### src/hw/rtl/frr_pkg.sv
// Package with the shared types and constants of the fixed bit range rounding block.
`timescale 1ns / 1ps

package frr_pkg;

    // Width of every field and configuration register on the ports.
    localparam int FIELD_W       = 32;
    localparam int DEFAULT_WIDTH = 32;
    localparam int ACTION_W      = 2;
    localparam int CFG_IDX_W     = 2;

    // Action codes; the unused code behaves as a check.
    localparam logic [ACTION_W-1:0] ACT_CHECK    = 2'd0;
    localparam logic [ACTION_W-1:0] ACT_AT_LEAST = 2'd1;
    localparam logic [ACTION_W-1:0] ACT_AT_MOST  = 2'd2;

    // Configuration register indexes.
    localparam logic [CFG_IDX_W-1:0] CFG_FIXED_MASK = 2'd0;
    localparam logic [CFG_IDX_W-1:0] CFG_FIXED_BITS = 2'd1;
    localparam logic [CFG_IDX_W-1:0] CFG_RANGE_LOW  = 2'd2;
    localparam logic [CFG_IDX_W-1:0] CFG_RANGE_HIGH = 2'd3;

    typedef struct packed {
        logic [ACTION_W-1:0] action;
        logic [FIELD_W-1:0]  value_in;
    } t_in_item;

    typedef struct packed {
        logic [FIELD_W-1:0] value_out;
        logic               ok;
    } t_out_item;

    typedef struct packed {
        logic [FIELD_W-1:0] fixed_mask;
        logic [FIELD_W-1:0] fixed_bits;
        logic [FIELD_W-1:0] range_low;
        logic [FIELD_W-1:0] range_high;
    } t_cfg;

    // Control that travels with an item down the pipeline.
    typedef struct packed {
        logic                valid;
        logic [ACTION_W-1:0] action;
    } t_ctl;

endpackage

### src/hw/rtl/frr_cfg.sv
// Configuration register file of the fixed bit range rounding block.
`timescale 1ns / 1ps

module frr_cfg (
    input  logic                            i_clk,
    input  logic                            i_rst_n,
    input  logic                            i_we,
    input  logic [frr_pkg::CFG_IDX_W-1:0]   i_index,
    input  logic [frr_pkg::FIELD_W-1:0]     i_data,
    output frr_pkg::t_cfg                   o_cfg
);

    frr_pkg::t_cfg r_cfg;
    frr_pkg::t_cfg n_cfg;

    always_comb begin
        n_cfg = r_cfg;
        if (i_we) begin
            case (i_index)
                frr_pkg::CFG_FIXED_MASK: n_cfg.fixed_mask = i_data;
                frr_pkg::CFG_FIXED_BITS: n_cfg.fixed_bits = i_data;
                frr_pkg::CFG_RANGE_LOW:  n_cfg.range_low  = i_data;
                frr_pkg::CFG_RANGE_HIGH: n_cfg.range_high = i_data;
                default:                 n_cfg = r_cfg;
            endcase
        end
    end

    always_ff @(posedge i_clk) begin
        if (!i_rst_n) begin
            r_cfg <= '0;
        end else begin
            r_cfg <= n_cfg;
        end
    end

    assign o_cfg = r_cfg;

endmodule

### src/hw/rtl/frr_locate.sv
// First stage: finds the highest disagreeing fixed bit as a thermometer and a one-hot mask.
`timescale 1ns / 1ps

module frr_locate #(
    parameter int WIDTH = frr_pkg::DEFAULT_WIDTH
) (
    input  logic              i_clk,
    input  logic              i_rst_n,
    input  logic              i_en,
    input  logic              i_valid,
    input  frr_pkg::t_in_item i_item,
    input  frr_pkg::t_cfg     i_cfg,
    output frr_pkg::t_ctl     o_ctl,
    output logic [WIDTH-1:0]  o_value,
    output logic [WIDTH-1:0]  o_le,
    output logic [WIDTH-1:0]  o_dh
);

    logic [WIDTH-1:0] value_w;
    logic [WIDTH-1:0] diff;
    logic [WIDTH-1:0] n_le;
    logic [WIDTH-1:0] n_dh;
    frr_pkg::t_ctl    n_ctl;

    frr_pkg::t_ctl    r_ctl;
    logic [WIDTH-1:0] r_value;
    logic [WIDTH-1:0] r_le;
    logic [WIDTH-1:0] r_dh;

    assign value_w = WIDTH'(i_item.value_in);
    assign diff    = (value_w ^ WIDTH'(i_cfg.fixed_bits)) & WIDTH'(i_cfg.fixed_mask);

    // A position lies at or below the top disagreement when some difference sits at or above it.
    always_comb begin
        for (int i = 0; i < WIDTH; i++) begin
            n_le[i] = |(diff >> i);
        end
        n_dh = n_le & ~(n_le >> 1);
    end

    assign n_ctl.valid  = i_valid;
    assign n_ctl.action = i_item.action;

    always_ff @(posedge i_clk) begin
        if (!i_rst_n) begin
            r_ctl <= '0;
        end else if (i_en) begin
            r_ctl <= n_ctl;
        end
    end

    always_ff @(posedge i_clk) begin
        if (i_en) begin
            r_value <= value_w;
            r_le    <= n_le;
            r_dh    <= n_dh;
        end
    end

    assign o_ctl   = r_ctl;
    assign o_value = r_value;
    assign o_le    = r_le;
    assign o_dh    = r_dh;

endmodule

### src/hw/rtl/frr_round.sv
// Second stage: raises or lowers the value so that its fixed bits agree.
`timescale 1ns / 1ps

module frr_round #(
    parameter int WIDTH = frr_pkg::DEFAULT_WIDTH
) (
    input  logic             i_clk,
    input  logic             i_rst_n,
    input  logic             i_en,
    input  frr_pkg::t_ctl    i_ctl,
    input  logic [WIDTH-1:0] i_value,
    input  logic [WIDTH-1:0] i_le,
    input  logic [WIDTH-1:0] i_dh,
    input  frr_pkg::t_cfg    i_cfg,
    output frr_pkg::t_ctl    o_ctl,
    output logic [WIDTH-1:0] o_x
);

    logic [WIDTH-1:0] fm;
    logic [WIDTH-1:0] fixed_low;
    logic [WIDTH-1:0] free_up;
    logic [WIDTH-1:0] base_r;
    logic [WIDTH-1:0] base_l;
    logic [WIDTH-1:0] cand_r;
    logic [WIDTH-1:0] cand_l;
    logic [WIDTH-1:0] pick_r;
    logic [WIDTH-1:0] pick_l;
    logic [WIDTH-1:0] raised;
    logic [WIDTH-1:0] lowered;
    logic             has_diff;
    logic [WIDTH-1:0] n_x;

    frr_pkg::t_ctl    r_ctl;
    logic [WIDTH-1:0] r_x;

    assign fm        = WIDTH'(i_cfg.fixed_mask);
    assign fixed_low = WIDTH'(i_cfg.fixed_bits) & fm & i_le;
    assign free_up   = ~fm & ~i_le;
    assign has_diff  = |i_le;

    // Free positions up to the top disagreement go to zero when raising and to one when lowering.
    assign base_r = (i_value & ~i_le) | fixed_low;
    assign base_l = (i_value & ~i_le) | fixed_low | (~fm & i_le);

    assign cand_r = free_up & ~base_r;
    assign cand_l = free_up & base_l;
    assign pick_r = cand_r & (~cand_r + WIDTH'(1));
    assign pick_l = cand_l & (~cand_l + WIDTH'(1));

    always_comb begin
        if (!has_diff) begin
            raised = i_value;
        end else if (|(base_r & i_dh)) begin
            raised = base_r;
        end else if (|cand_r) begin
            raised = base_r | pick_r;
        end else begin
            raised = base_r & fm;
        end

        if (!has_diff) begin
            lowered = i_value;
        end else if (!(|(base_l & i_dh))) begin
            lowered = base_l;
        end else if (|cand_l) begin
            lowered = base_l & ~pick_l;
        end else begin
            lowered = base_l | free_up;
        end

        case (i_ctl.action)
            frr_pkg::ACT_AT_LEAST: n_x = raised;
            frr_pkg::ACT_AT_MOST:  n_x = lowered;
            default:               n_x = i_value;
        endcase
    end

    always_ff @(posedge i_clk) begin
        if (!i_rst_n) begin
            r_ctl <= '0;
        end else if (i_en) begin
            r_ctl <= i_ctl;
        end
    end

    always_ff @(posedge i_clk) begin
        if (i_en) begin
            r_x <= n_x;
        end
    end

    assign o_ctl = r_ctl;
    assign o_x   = r_x;

endmodule

### src/hw/rtl/frr_select.sv
// Third stage: checks feasibility, applies the fallbacks and holds the output register.
`timescale 1ns / 1ps

module frr_select #(
    parameter int WIDTH = frr_pkg::DEFAULT_WIDTH
) (
    input  logic               i_clk,
    input  logic               i_rst_n,
    input  logic               i_en,
    input  frr_pkg::t_ctl      i_ctl,
    input  logic [WIDTH-1:0]   i_x,
    input  frr_pkg::t_cfg      i_cfg,
    output logic               o_valid,
    output frr_pkg::t_out_item o_item
);

    logic [WIDTH-1:0]   fm;
    logic [WIDTH-1:0]   lo;
    logic [WIDTH-1:0]   hi;
    logic               fix_ok;
    logic               in_span;
    logic               feas;
    logic [WIDTH-1:0]   res;
    logic               ok;
    frr_pkg::t_out_item n_item;

    logic               r_valid;
    frr_pkg::t_out_item r_item;

    assign fm = WIDTH'(i_cfg.fixed_mask);
    assign lo = WIDTH'(i_cfg.range_low);
    assign hi = WIDTH'(i_cfg.range_high);

    assign fix_ok = ((i_x ^ WIDTH'(i_cfg.fixed_bits)) & fm) == '0;

    // The interval wraps round when its start lies above its end.
    always_comb begin
        if (lo == hi) begin
            in_span = 1'b1;
        end else if (lo < hi) begin
            in_span = (lo <= i_x) && (i_x < hi);
        end else begin
            in_span = (lo <= i_x) || (i_x < hi);
        end
    end

    assign feas = fix_ok && in_span;

    always_comb begin
        res = '0;
        ok  = 1'b0;
        case (i_ctl.action)
            frr_pkg::ACT_AT_LEAST: begin
                if (feas) begin
                    res = i_x;
                    ok  = 1'b1;
                end else if (!(i_x > lo)) begin
                    res = lo;
                    ok  = 1'b1;
                end
            end
            frr_pkg::ACT_AT_MOST: begin
                if (feas) begin
                    res = i_x;
                    ok  = 1'b1;
                end else if (!(((i_x < lo) && (lo < hi)) || (hi == '0))) begin
                    res = hi - WIDTH'(1);
                    ok  = 1'b1;
                end
            end
            default: begin
                res = i_x;
                ok  = feas;
            end
        endcase
        n_item.value_out = frr_pkg::FIELD_W'(res);
        n_item.ok        = ok;
    end

    always_ff @(posedge i_clk) begin
        if (!i_rst_n) begin
            r_valid <= 1'b0;
        end else if (i_en) begin
            r_valid <= i_ctl.valid;
        end
    end

    always_ff @(posedge i_clk) begin
        if (i_en) begin
            r_item <= n_item;
        end
    end

    assign o_valid = r_valid;
    assign o_item  = r_item;

endmodule

### src/hw/rtl/fixed_bit_range_rounding.sv
// Top level of the fixed bit range rounding block.
//
//  Channel   Direction  Handshake                    Payload
//  in        sink       i_in_valid / o_in_stall      i_in_item  (action, value_in)
//  out       source     o_out_valid / i_out_stall    o_out_item (value_out, ok)
//  cfg       sink       i_cfg_valid / o_cfg_ready    i_cfg_index, i_cfg_data
//
// One item is taken every cycle while the output does not stall; each result is registered in
// the locator, the rounding stage and the output register before it is on the outputs.
// The three stages are the disagreement locator, the rounding logic and the feasibility
// check with its output register. Reset clears the valid bits and the four registers.
// A stage that is empty or moving on takes a new item, so bubbles close up under a stall.
`timescale 1ns / 1ps

module fixed_bit_range_rounding #(
    parameter int WIDTH = frr_pkg::DEFAULT_WIDTH
) (
    input  logic                          i_clk,
    input  logic                          i_rst_n,
    input  logic                          i_in_valid,
    output logic                          o_in_stall,
    input  frr_pkg::t_in_item             i_in_item,
    output logic                          o_out_valid,
    input  logic                          i_out_stall,
    output frr_pkg::t_out_item            o_out_item,
    input  logic                          i_cfg_valid,
    output logic                          o_cfg_ready,
    input  logic [frr_pkg::CFG_IDX_W-1:0] i_cfg_index,
    input  logic [frr_pkg::FIELD_W-1:0]   i_cfg_data
);

    frr_pkg::t_cfg    cfg;
    frr_pkg::t_ctl    ctl1;
    frr_pkg::t_ctl    ctl2;
    logic [WIDTH-1:0] value1;
    logic [WIDTH-1:0] le1;
    logic [WIDTH-1:0] dh1;
    logic [WIDTH-1:0] x2;
    logic             rdy1;
    logic             rdy2;
    logic             rdy3;

    assign o_cfg_ready = 1'b1;

    assign rdy3       = !o_out_valid || !i_out_stall;
    assign rdy2       = !ctl2.valid || rdy3;
    assign rdy1       = !ctl1.valid || rdy2;
    assign o_in_stall = !rdy1;

    frr_cfg u_cfg (
        .i_clk   (i_clk),
        .i_rst_n (i_rst_n),
        .i_we    (i_cfg_valid && o_cfg_ready),
        .i_index (i_cfg_index),
        .i_data  (i_cfg_data),
        .o_cfg   (cfg)
    );

    frr_locate #(.WIDTH(WIDTH)) u_locate (
        .i_clk   (i_clk),
        .i_rst_n (i_rst_n),
        .i_en    (rdy1),
        .i_valid (i_in_valid),
        .i_item  (i_in_item),
        .i_cfg   (cfg),
        .o_ctl   (ctl1),
        .o_value (value1),
        .o_le    (le1),
        .o_dh    (dh1)
    );

    frr_round #(.WIDTH(WIDTH)) u_round (
        .i_clk   (i_clk),
        .i_rst_n (i_rst_n),
        .i_en    (rdy2),
        .i_ctl   (ctl1),
        .i_value (value1),
        .i_le    (le1),
        .i_dh    (dh1),
        .i_cfg   (cfg),
        .o_ctl   (ctl2),
        .o_x     (x2)
    );

    frr_select #(.WIDTH(WIDTH)) u_select (
        .i_clk   (i_clk),
        .i_rst_n (i_rst_n),
        .i_en    (rdy3),
        .i_ctl   (ctl2),
        .i_x     (x2),
        .i_cfg   (cfg),
        .o_valid (o_out_valid),
        .o_item  (o_out_item)
    );

endmodule

### config.mk
export PLATFORM = sky130hd
export DESIGN_NAME = fixed_bit_range_rounding
export DESIGN_NICKNAME = d
export VERILOG_FILES = /design/src/hw/rtl/frr_pkg.sv /design/src/hw/rtl/frr_cfg.sv /design/src/hw/rtl/frr_locate.sv /design/src/hw/rtl/frr_round.sv /design/src/hw/rtl/frr_select.sv /design/src/hw/rtl/fixed_bit_range_rounding.sv
export SDC_FILE = /design/constraint.sdc
export NUM_CORES = 1
export LEC_CHECK = 0
export BUFFER_PORTS_ARGS = -buffer_cell sky130_fd_sc_hd__clkbuf_2
export CAP_MARGIN = 15
export CORE_ASPECT_RATIO = 1.5
export CORE_MARGIN = 2
export CORE_UTILIZATION = 55
export CTS_CLUSTER_DIAMETER = 80
export DETAILED_ROUTE_END_ITERATION = 8
export PLACE_DENSITY = 0.78
export SKIP_CTS_REPAIR_TIMING = 1
export SLEW_MARGIN = 15
export SYNTH_ARGS = -nofsm -noshare
export SYNTH_HDL_FRONTEND = slang
export SYNTH_SLANG_ARGS = --single-unit
### constraint.sdc
create_clock -name i_clk -period 3.8 [get_ports i_clk]
set_clock_uncertainty 0.15 [all_clocks]
set_input_delay 0.38 -clock i_clk [delete_from_list [all_inputs] [get_ports i_clk]]
set_output_delay 0.38 -clock i_clk [all_outputs]
set_load 0.005 [all_outputs]
-- Word-level counts from Yosys, hierarchy flattened
Index checks and enable logic that the tools add are counted.
Widths: inputs -> output; s select.
- register bits after elaboration: 296
- input port bits: 73
- output and inout bits: 36
- word-level logic and storage cells: 135
- $add $sub $neg: 3
- order comparisons: 5
- equality and inequality tests: 8
- mux-type cells: 19
- bitwise gates (word level): 29
- reduce and logical (&&, ||, !) cells: 56
- operators with widths (cell ; count):
    $and 32x32->32 ; 16
    $mux 32 ; 10
    $not 32->32 ; 6
    $reduce_or 32->1 ; 6
    $or 32x32->32 ; 4
    $pmux 32 s2 ; 2
    $lt 32x32->1 ; 3
    $add 32x1->32 const B ; 2
    $logic_not 32->1 ; 2
    $xor 32x32->32 ; 2
    $eq 32x32->1 ; 1
    $gt 32x32->1 ; 1
    $le 32x32->1 ; 1
    $not 31->32 ; 1
    $sub 32x1->32 const B ; 1
    $reduce_or 31->1 ; 1
    $reduce_or 30->1 ; 1
    $reduce_or 29->1 ; 1
    $reduce_or 28->1 ; 1
    $reduce_or 27->1 ; 1
    $reduce_or 26->1 ; 1
    $reduce_or 25->1 ; 1
    $reduce_or 24->1 ; 1
    $reduce_or 23->1 ; 1
    30 further kinds ; 53

-- Depth between registers and ports, before layout
- depth after elaboration: 14
- gate-level depth with buffers: 15
- mapped depth without buffers: 11

-- Modules after synthesis
Synthesis repeated with hierarchy kept, for this count alone.
- cells, all modules: 2155
- area total of the unflattened synthesis: 19693.9 um^2
- by module, submodules not included (module ; instances ; cells each ; area each (um^2) ; sequential area each (um^2)):
    frr_round ; 1 ; 852 ; 5906.9 ; 1021.0
    frr_select ; 1 ; 584 ; 5087.4 ; 1011.0
    frr_cfg ; 1 ; 453 ; 4792.1 ; 2562.5
    frr_locate ; 1 ; 260 ; 3872.5 ; 2912.8
    fixed_bit_range_rounding ; 1 ; 6 ; 35.0 ; 0.0

-- Worst setup path before layout
OpenSTA, ideal clock, no wires.
- path kind: input to register
- from: input i_out_stall
- to: register u_locate.r_ctl, in the netlist u_locate.o_ctl[2]
- library setup time: 0.117 ns
- data arrival time: 3.324 ns
- required time: 3.533 ns
- slack: 0.209 ns
- stages on the path: 4
- path through: and3_1 nand2_1 inv_1 o21a_1
- word-level cells in the longest chain between the ends: 4
- RTL lines (item ; line ; source):
    start: declaration ; fixed_bit_range_rounding.sv:24 ; input logic i_out_stall,
    $logic_not 1->1 ; fixed_bit_range_rounding.sv:45 ; assign rdy3 = !o_out_valid || !i_out_stall;
    $logic_or 1x1->1 ; fixed_bit_range_rounding.sv:45 ;
    $logic_or 1x1->1 ; fixed_bit_range_rounding.sv:46 ; assign rdy2 = !ctl2.valid || rdy3;
    $logic_or 1x1->1 ; fixed_bit_range_rounding.sv:47 ; assign rdy1 = !ctl1.valid || rdy2;
    end signal: assignment ; frr_locate.sv:48 ; r_ctl <= n_ctl;
    end: declaration ; frr_locate.sv:25 ; frr_pkg::t_ctl r_ctl;
No other way between the ends.
A chain may end at the register's enable or synchronous reset.

-- Final worst setup path
- from: register u_locate.r_le[2] (netlist: u_locate.o_le[2])
- to: register u_round.r_x[27] (netlist: u_round.o_x[27]) (data pin)
- word-level cells in the longest chain between the ends: 14
- elaborated cells on any way between the ends: 33
- classes of those cells: add/sub: 2; mux: 7; bitwise: 19; reduce/logical: 5
- RTL lines (item ; line ; source):
    start: declaration ; frr_locate.sv:27 ; logic [WIDTH-1:0] r_le;
    start signal: assignment ; frr_locate.sv:55 ; r_le <= n_le;
    $not 32->32 ; frr_round.sv:38, frr_round.sv:42, frr_round.sv:43 ;
    $and 32x32->32 ; frr_round.sv:42, frr_round.sv:43 ;
    $or 32x32->32 ; frr_round.sv:42, frr_round.sv:43 ;
    $or 32x32->32 ; frr_round.sv:43 ; assign base_l = (i_value & ~i_le) | fixed_low | (~fm & i_le);
    $and 32x32->32 ; frr_round.sv:46 ; assign cand_l = free_up & base_l;
    $not 32->32 ; frr_round.sv:48 ; assign pick_l = cand_l & (~cand_l + WIDTH'(1));
    $add 32x1->32 ; frr_round.sv:48 ;
    $and 32x32->32 ; frr_round.sv:48 ;
    $not 32->32 ; frr_round.sv:66 ; lowered = base_l & ~pick_l;
    $and 32x32->32 ; frr_round.sv:66 ;
    $mux 32 ; frr_round.sv:65 ; end else if (|cand_l) begin
    $mux 32 ; frr_round.sv:63 ; end else if (!(|(base_l & i_dh))) begin
    $mux 32 ; frr_round.sv:61 ; if (!has_diff) begin
    $pmux 32 s2 * ; frr_round.sv:71 ; case (i_ctl.action)
    net u_round.n_x[27] ; frr_round.sv:31 ; logic [WIDTH-1:0] n_x;
    end signal: assignment ; frr_round.sv:88 ; r_x <= n_x;
    end: declaration ; frr_round.sv:34 ; logic [WIDTH-1:0] r_x;
Mark *: on every way through the listed nets, which the timed path passes. The rest lies on a longest branch.

==> reports/qor.csv <==
metric,value,unit
fin_setup_tns,0,ns
avgSynthCellArea,8.57,um2
drt-wirelength-per-cell,23.8,um
min_period_over_period,97.1,%
num_antenna_cells,0,
worst_pin_slew,1.18,ns
rrSetupSlack,0.11,ns
io-pin-count,109,
endpoint_kind,register,
ys_seq_area_share,39.0,%
critPathCapture,u_round.o_x[27],
highest_layer,met4,
routed_wl,69200,um
ys_ff_latch,295,
hold_viol,0,
numPortBuffers,107,
dieArea,0.0366,mm2
wl_met3,5630,um
crit_type,register to register,
met2_length,32100,um
hold_class,input pin to register,
antenna_found_initial,0,
slew_viol_final,0,
grt_usage,36.7,%
gr-total-overflow,0,
coreArea,0.0348,mm2
synth_cells,2248,
synth_most_common_cell,nand2_1,
fin_cells,2909,
placed_cells,2788,
max_freq,0.271,GHz
pwr-share-comb,22.9,%
antenna_left,0,
syn_to_final_growth,16.7,%
synthDistinctLibCells,86,
cp.arrival,3.93,ns
setup_viol,0,
fp.dieH,233,um
reg2reg_from,u_locate.o_le[2],
dr_total_vias,18400,
drive_gt1_share,13.2,%
yosys.area.top_type,edfxtp_1,
synth_area,0.0193,mm2
synth_common_cells,"nand2_1 (401), edfxtp_1 (160), a21boi_0 (136)",
htreeDepth,1,
cts_made_buffers,30,
grt_pass1_wl,101000,um
cts_sinks,295,
final.min_clock_period,3.69,ns
p_seq_share,42.7,%
synth-edff-count,160,
synthTopCellsByArea,"edfxtp_1 (25%), dfxtp_1 (14%), nand2_1 (7.8%), ha_1 (6.6%), a21boi_0 (5.3%)",
fin_nets,2586,
gp_congestion,1.05,
cpMostUsedCell,buf_4,
clockRootBuffer,clkbuf_16,
route.detailed.drc,0,
reg2reg_depth,11,
clkTransAtPathRegs,0.06,ns
rsz0062_at_grt,false,
reg2reg_to,u_round.o_x[27],
grt_max_degree,136,
slowest_delay,0.54,ns
relSlewSlack,21.3,%
final_util,64.6,%
power.internal,6460,uW
grt_pass1_vias,17100,
syn_nets,2422,
power_density,419,mW/mm2
switching_share,31.5,%
start_kind,register,
tritoncts,yes,
initial_core_util,55.4,%
dpl.hpwl,51200,um
hold_ws,0.00612,ns
worst_skew_pair.late_latency,0.60,ns
async_reset_ff_share,0,%
cap_violations,0,
ys_warn_count,0,
yosysTopAreaCellShare,24.9,%
drt-initial-drc-count,1882,
nFillCells,2883,
clk_path_buf_depth,3,
cpMaxStageDelayCell,edfxtp_1,
clockPowerShare,34.4,%
critical_path.max_fanout,11,
outcome,"finished, final reports clean",
drtPass1Iterations,8,
power.switching,2970,uW
vias_per_cell,6.34,
p_leak,0.00913,uW
ys.flop_type,edfxtp_1,
rows,84,
power,9420,uW
die_w,157,um
worstPathCellList,and3_1 -> o21ai_0 -> nand4_1 -> nor4_2 -> buf_4 -> nand4_2 -> buf_4 -> or2_1 -> o31ai_1 -> a21oi_1 -> o211ai_1,
crit_required,4.04,ns
startpoint,u_locate.o_le[2],
ir_drop,0.387,mV
drt-met1-wl,24800,um
-- critical path: cells and delay by family (launching register included) --
family | cells | cell delay (ns)
flops | 1 | 0.54
compound gates | 4 | 1.21
buf+inv | 2 | 0.40
simple gates | 5 | 1.18
-- layout by cell type, fill, tap and decap left out, types with 62 or more instances in the layout --
cell / instances
nand2_1: 400
buf_4: 105
xor2_1: 62
a21boi_0: 136
ha_1: 101
edfxtp_1: 160
dlygate4sd3_1: 65
o21ai_0: 93
dfxtp_1: 132
inv_1: 108
clkbuf_2: 107
nor2_1: 127
a21oi_1: 106
-- per-stage QoR --
step	cell area, um2	setup WS [ns]
after floorplan	19300	0.209
after global placement	20700	0.151
after detailed placement	20700	0.0716
after CTS	21800	0.0486
after global routing	22500	0.0135
final	22500	0.109
-- metal layers --
| layer | vias to the layer above | global-route usage [%] |
|---|---|---|
| met1 | 8615 | 43.3 |
| met4 | 0 | 29.8 |
| met3 | 305 | 4.56 |
| met2 | 1055 | 59.8 |
| li1 | 8464 | - |
| met5 | - | 0 |
-- final cells by class --
cell class | count | area, um2 | area share [%]
clock inverters | 14 | 131 | 0.584
multi-input cells | 1693 | 10800 | 48.0
repair buffers | 283 | 2090 | 9.32
clock buffers | 42 | 955 | 4.25
flip-flops and latches | 295 | 7510 | 33.4
well taps | 473 | 592 | 2.63
inverters | 109 | 409 | 1.82
-- flip-flops by register name, summed over array words and instances, names as in the netlist --
name              flops
u_round.o_ctl         3
u_locate.o_le        32
u_cfg.o_cfg         128
u_round.o_x          32
u_locate.o_value     32
u_select.o_valid      1
u_select.o_item      33
u_locate.o_dh        31
u_locate.o_ctl        3
-- cells by family (layout without fill, tap and decap cells) --
logic type | count (synthesis) | after routing | synth area share (%)
AOI/OAI and AO/OA | 584 | 584 | 21.4
xor gates and xnor gates | 88 | 88 | 4.00
adders and majority gates | 101 | 101 | 6.56
buffers and inverters | 260 | 448 | 5.41
DFF | 295 | 295 | 39.0
muxes | 4 | 4 | 0.208
other | 1 | 1 | 0.0195
and+or+nand+nor | 915 | 915 | 23.5
-- worst min-delay path by stage --
stage,startpoint,to,slack (ns),cells past startpoint
3_5_place_dp,u_round.o_ctl[2],u_select.o_valid,0.34,2
4_1_cts,i_in_item[4],u_locate.o_value[4],-0.17,1
3_3_place_gp,u_round.o_ctl[2],u_select.o_valid,0.31,2
6_report,i_cfg_data[1],u_cfg.o_cfg[1],0.006,3
2_1_floorplan,u_locate.o_ctl[2],u_round.o_ctl[2],0.29,1
5_1_grt,i_cfg_data[1],u_cfg.o_cfg[65],0.007,3
-- power groups by stage --
stage,combinational [uW],clock [uW],sequential [uW]
CTS,2050,3260,4000
global placement,2000,0,4070
detailed placement,2030,0,4070
floorplan,1430,0,3840
global route,2340,3390,4050
finish,2160,3240,4020
No activity file was read; power rests on OpenSTA's default activity.
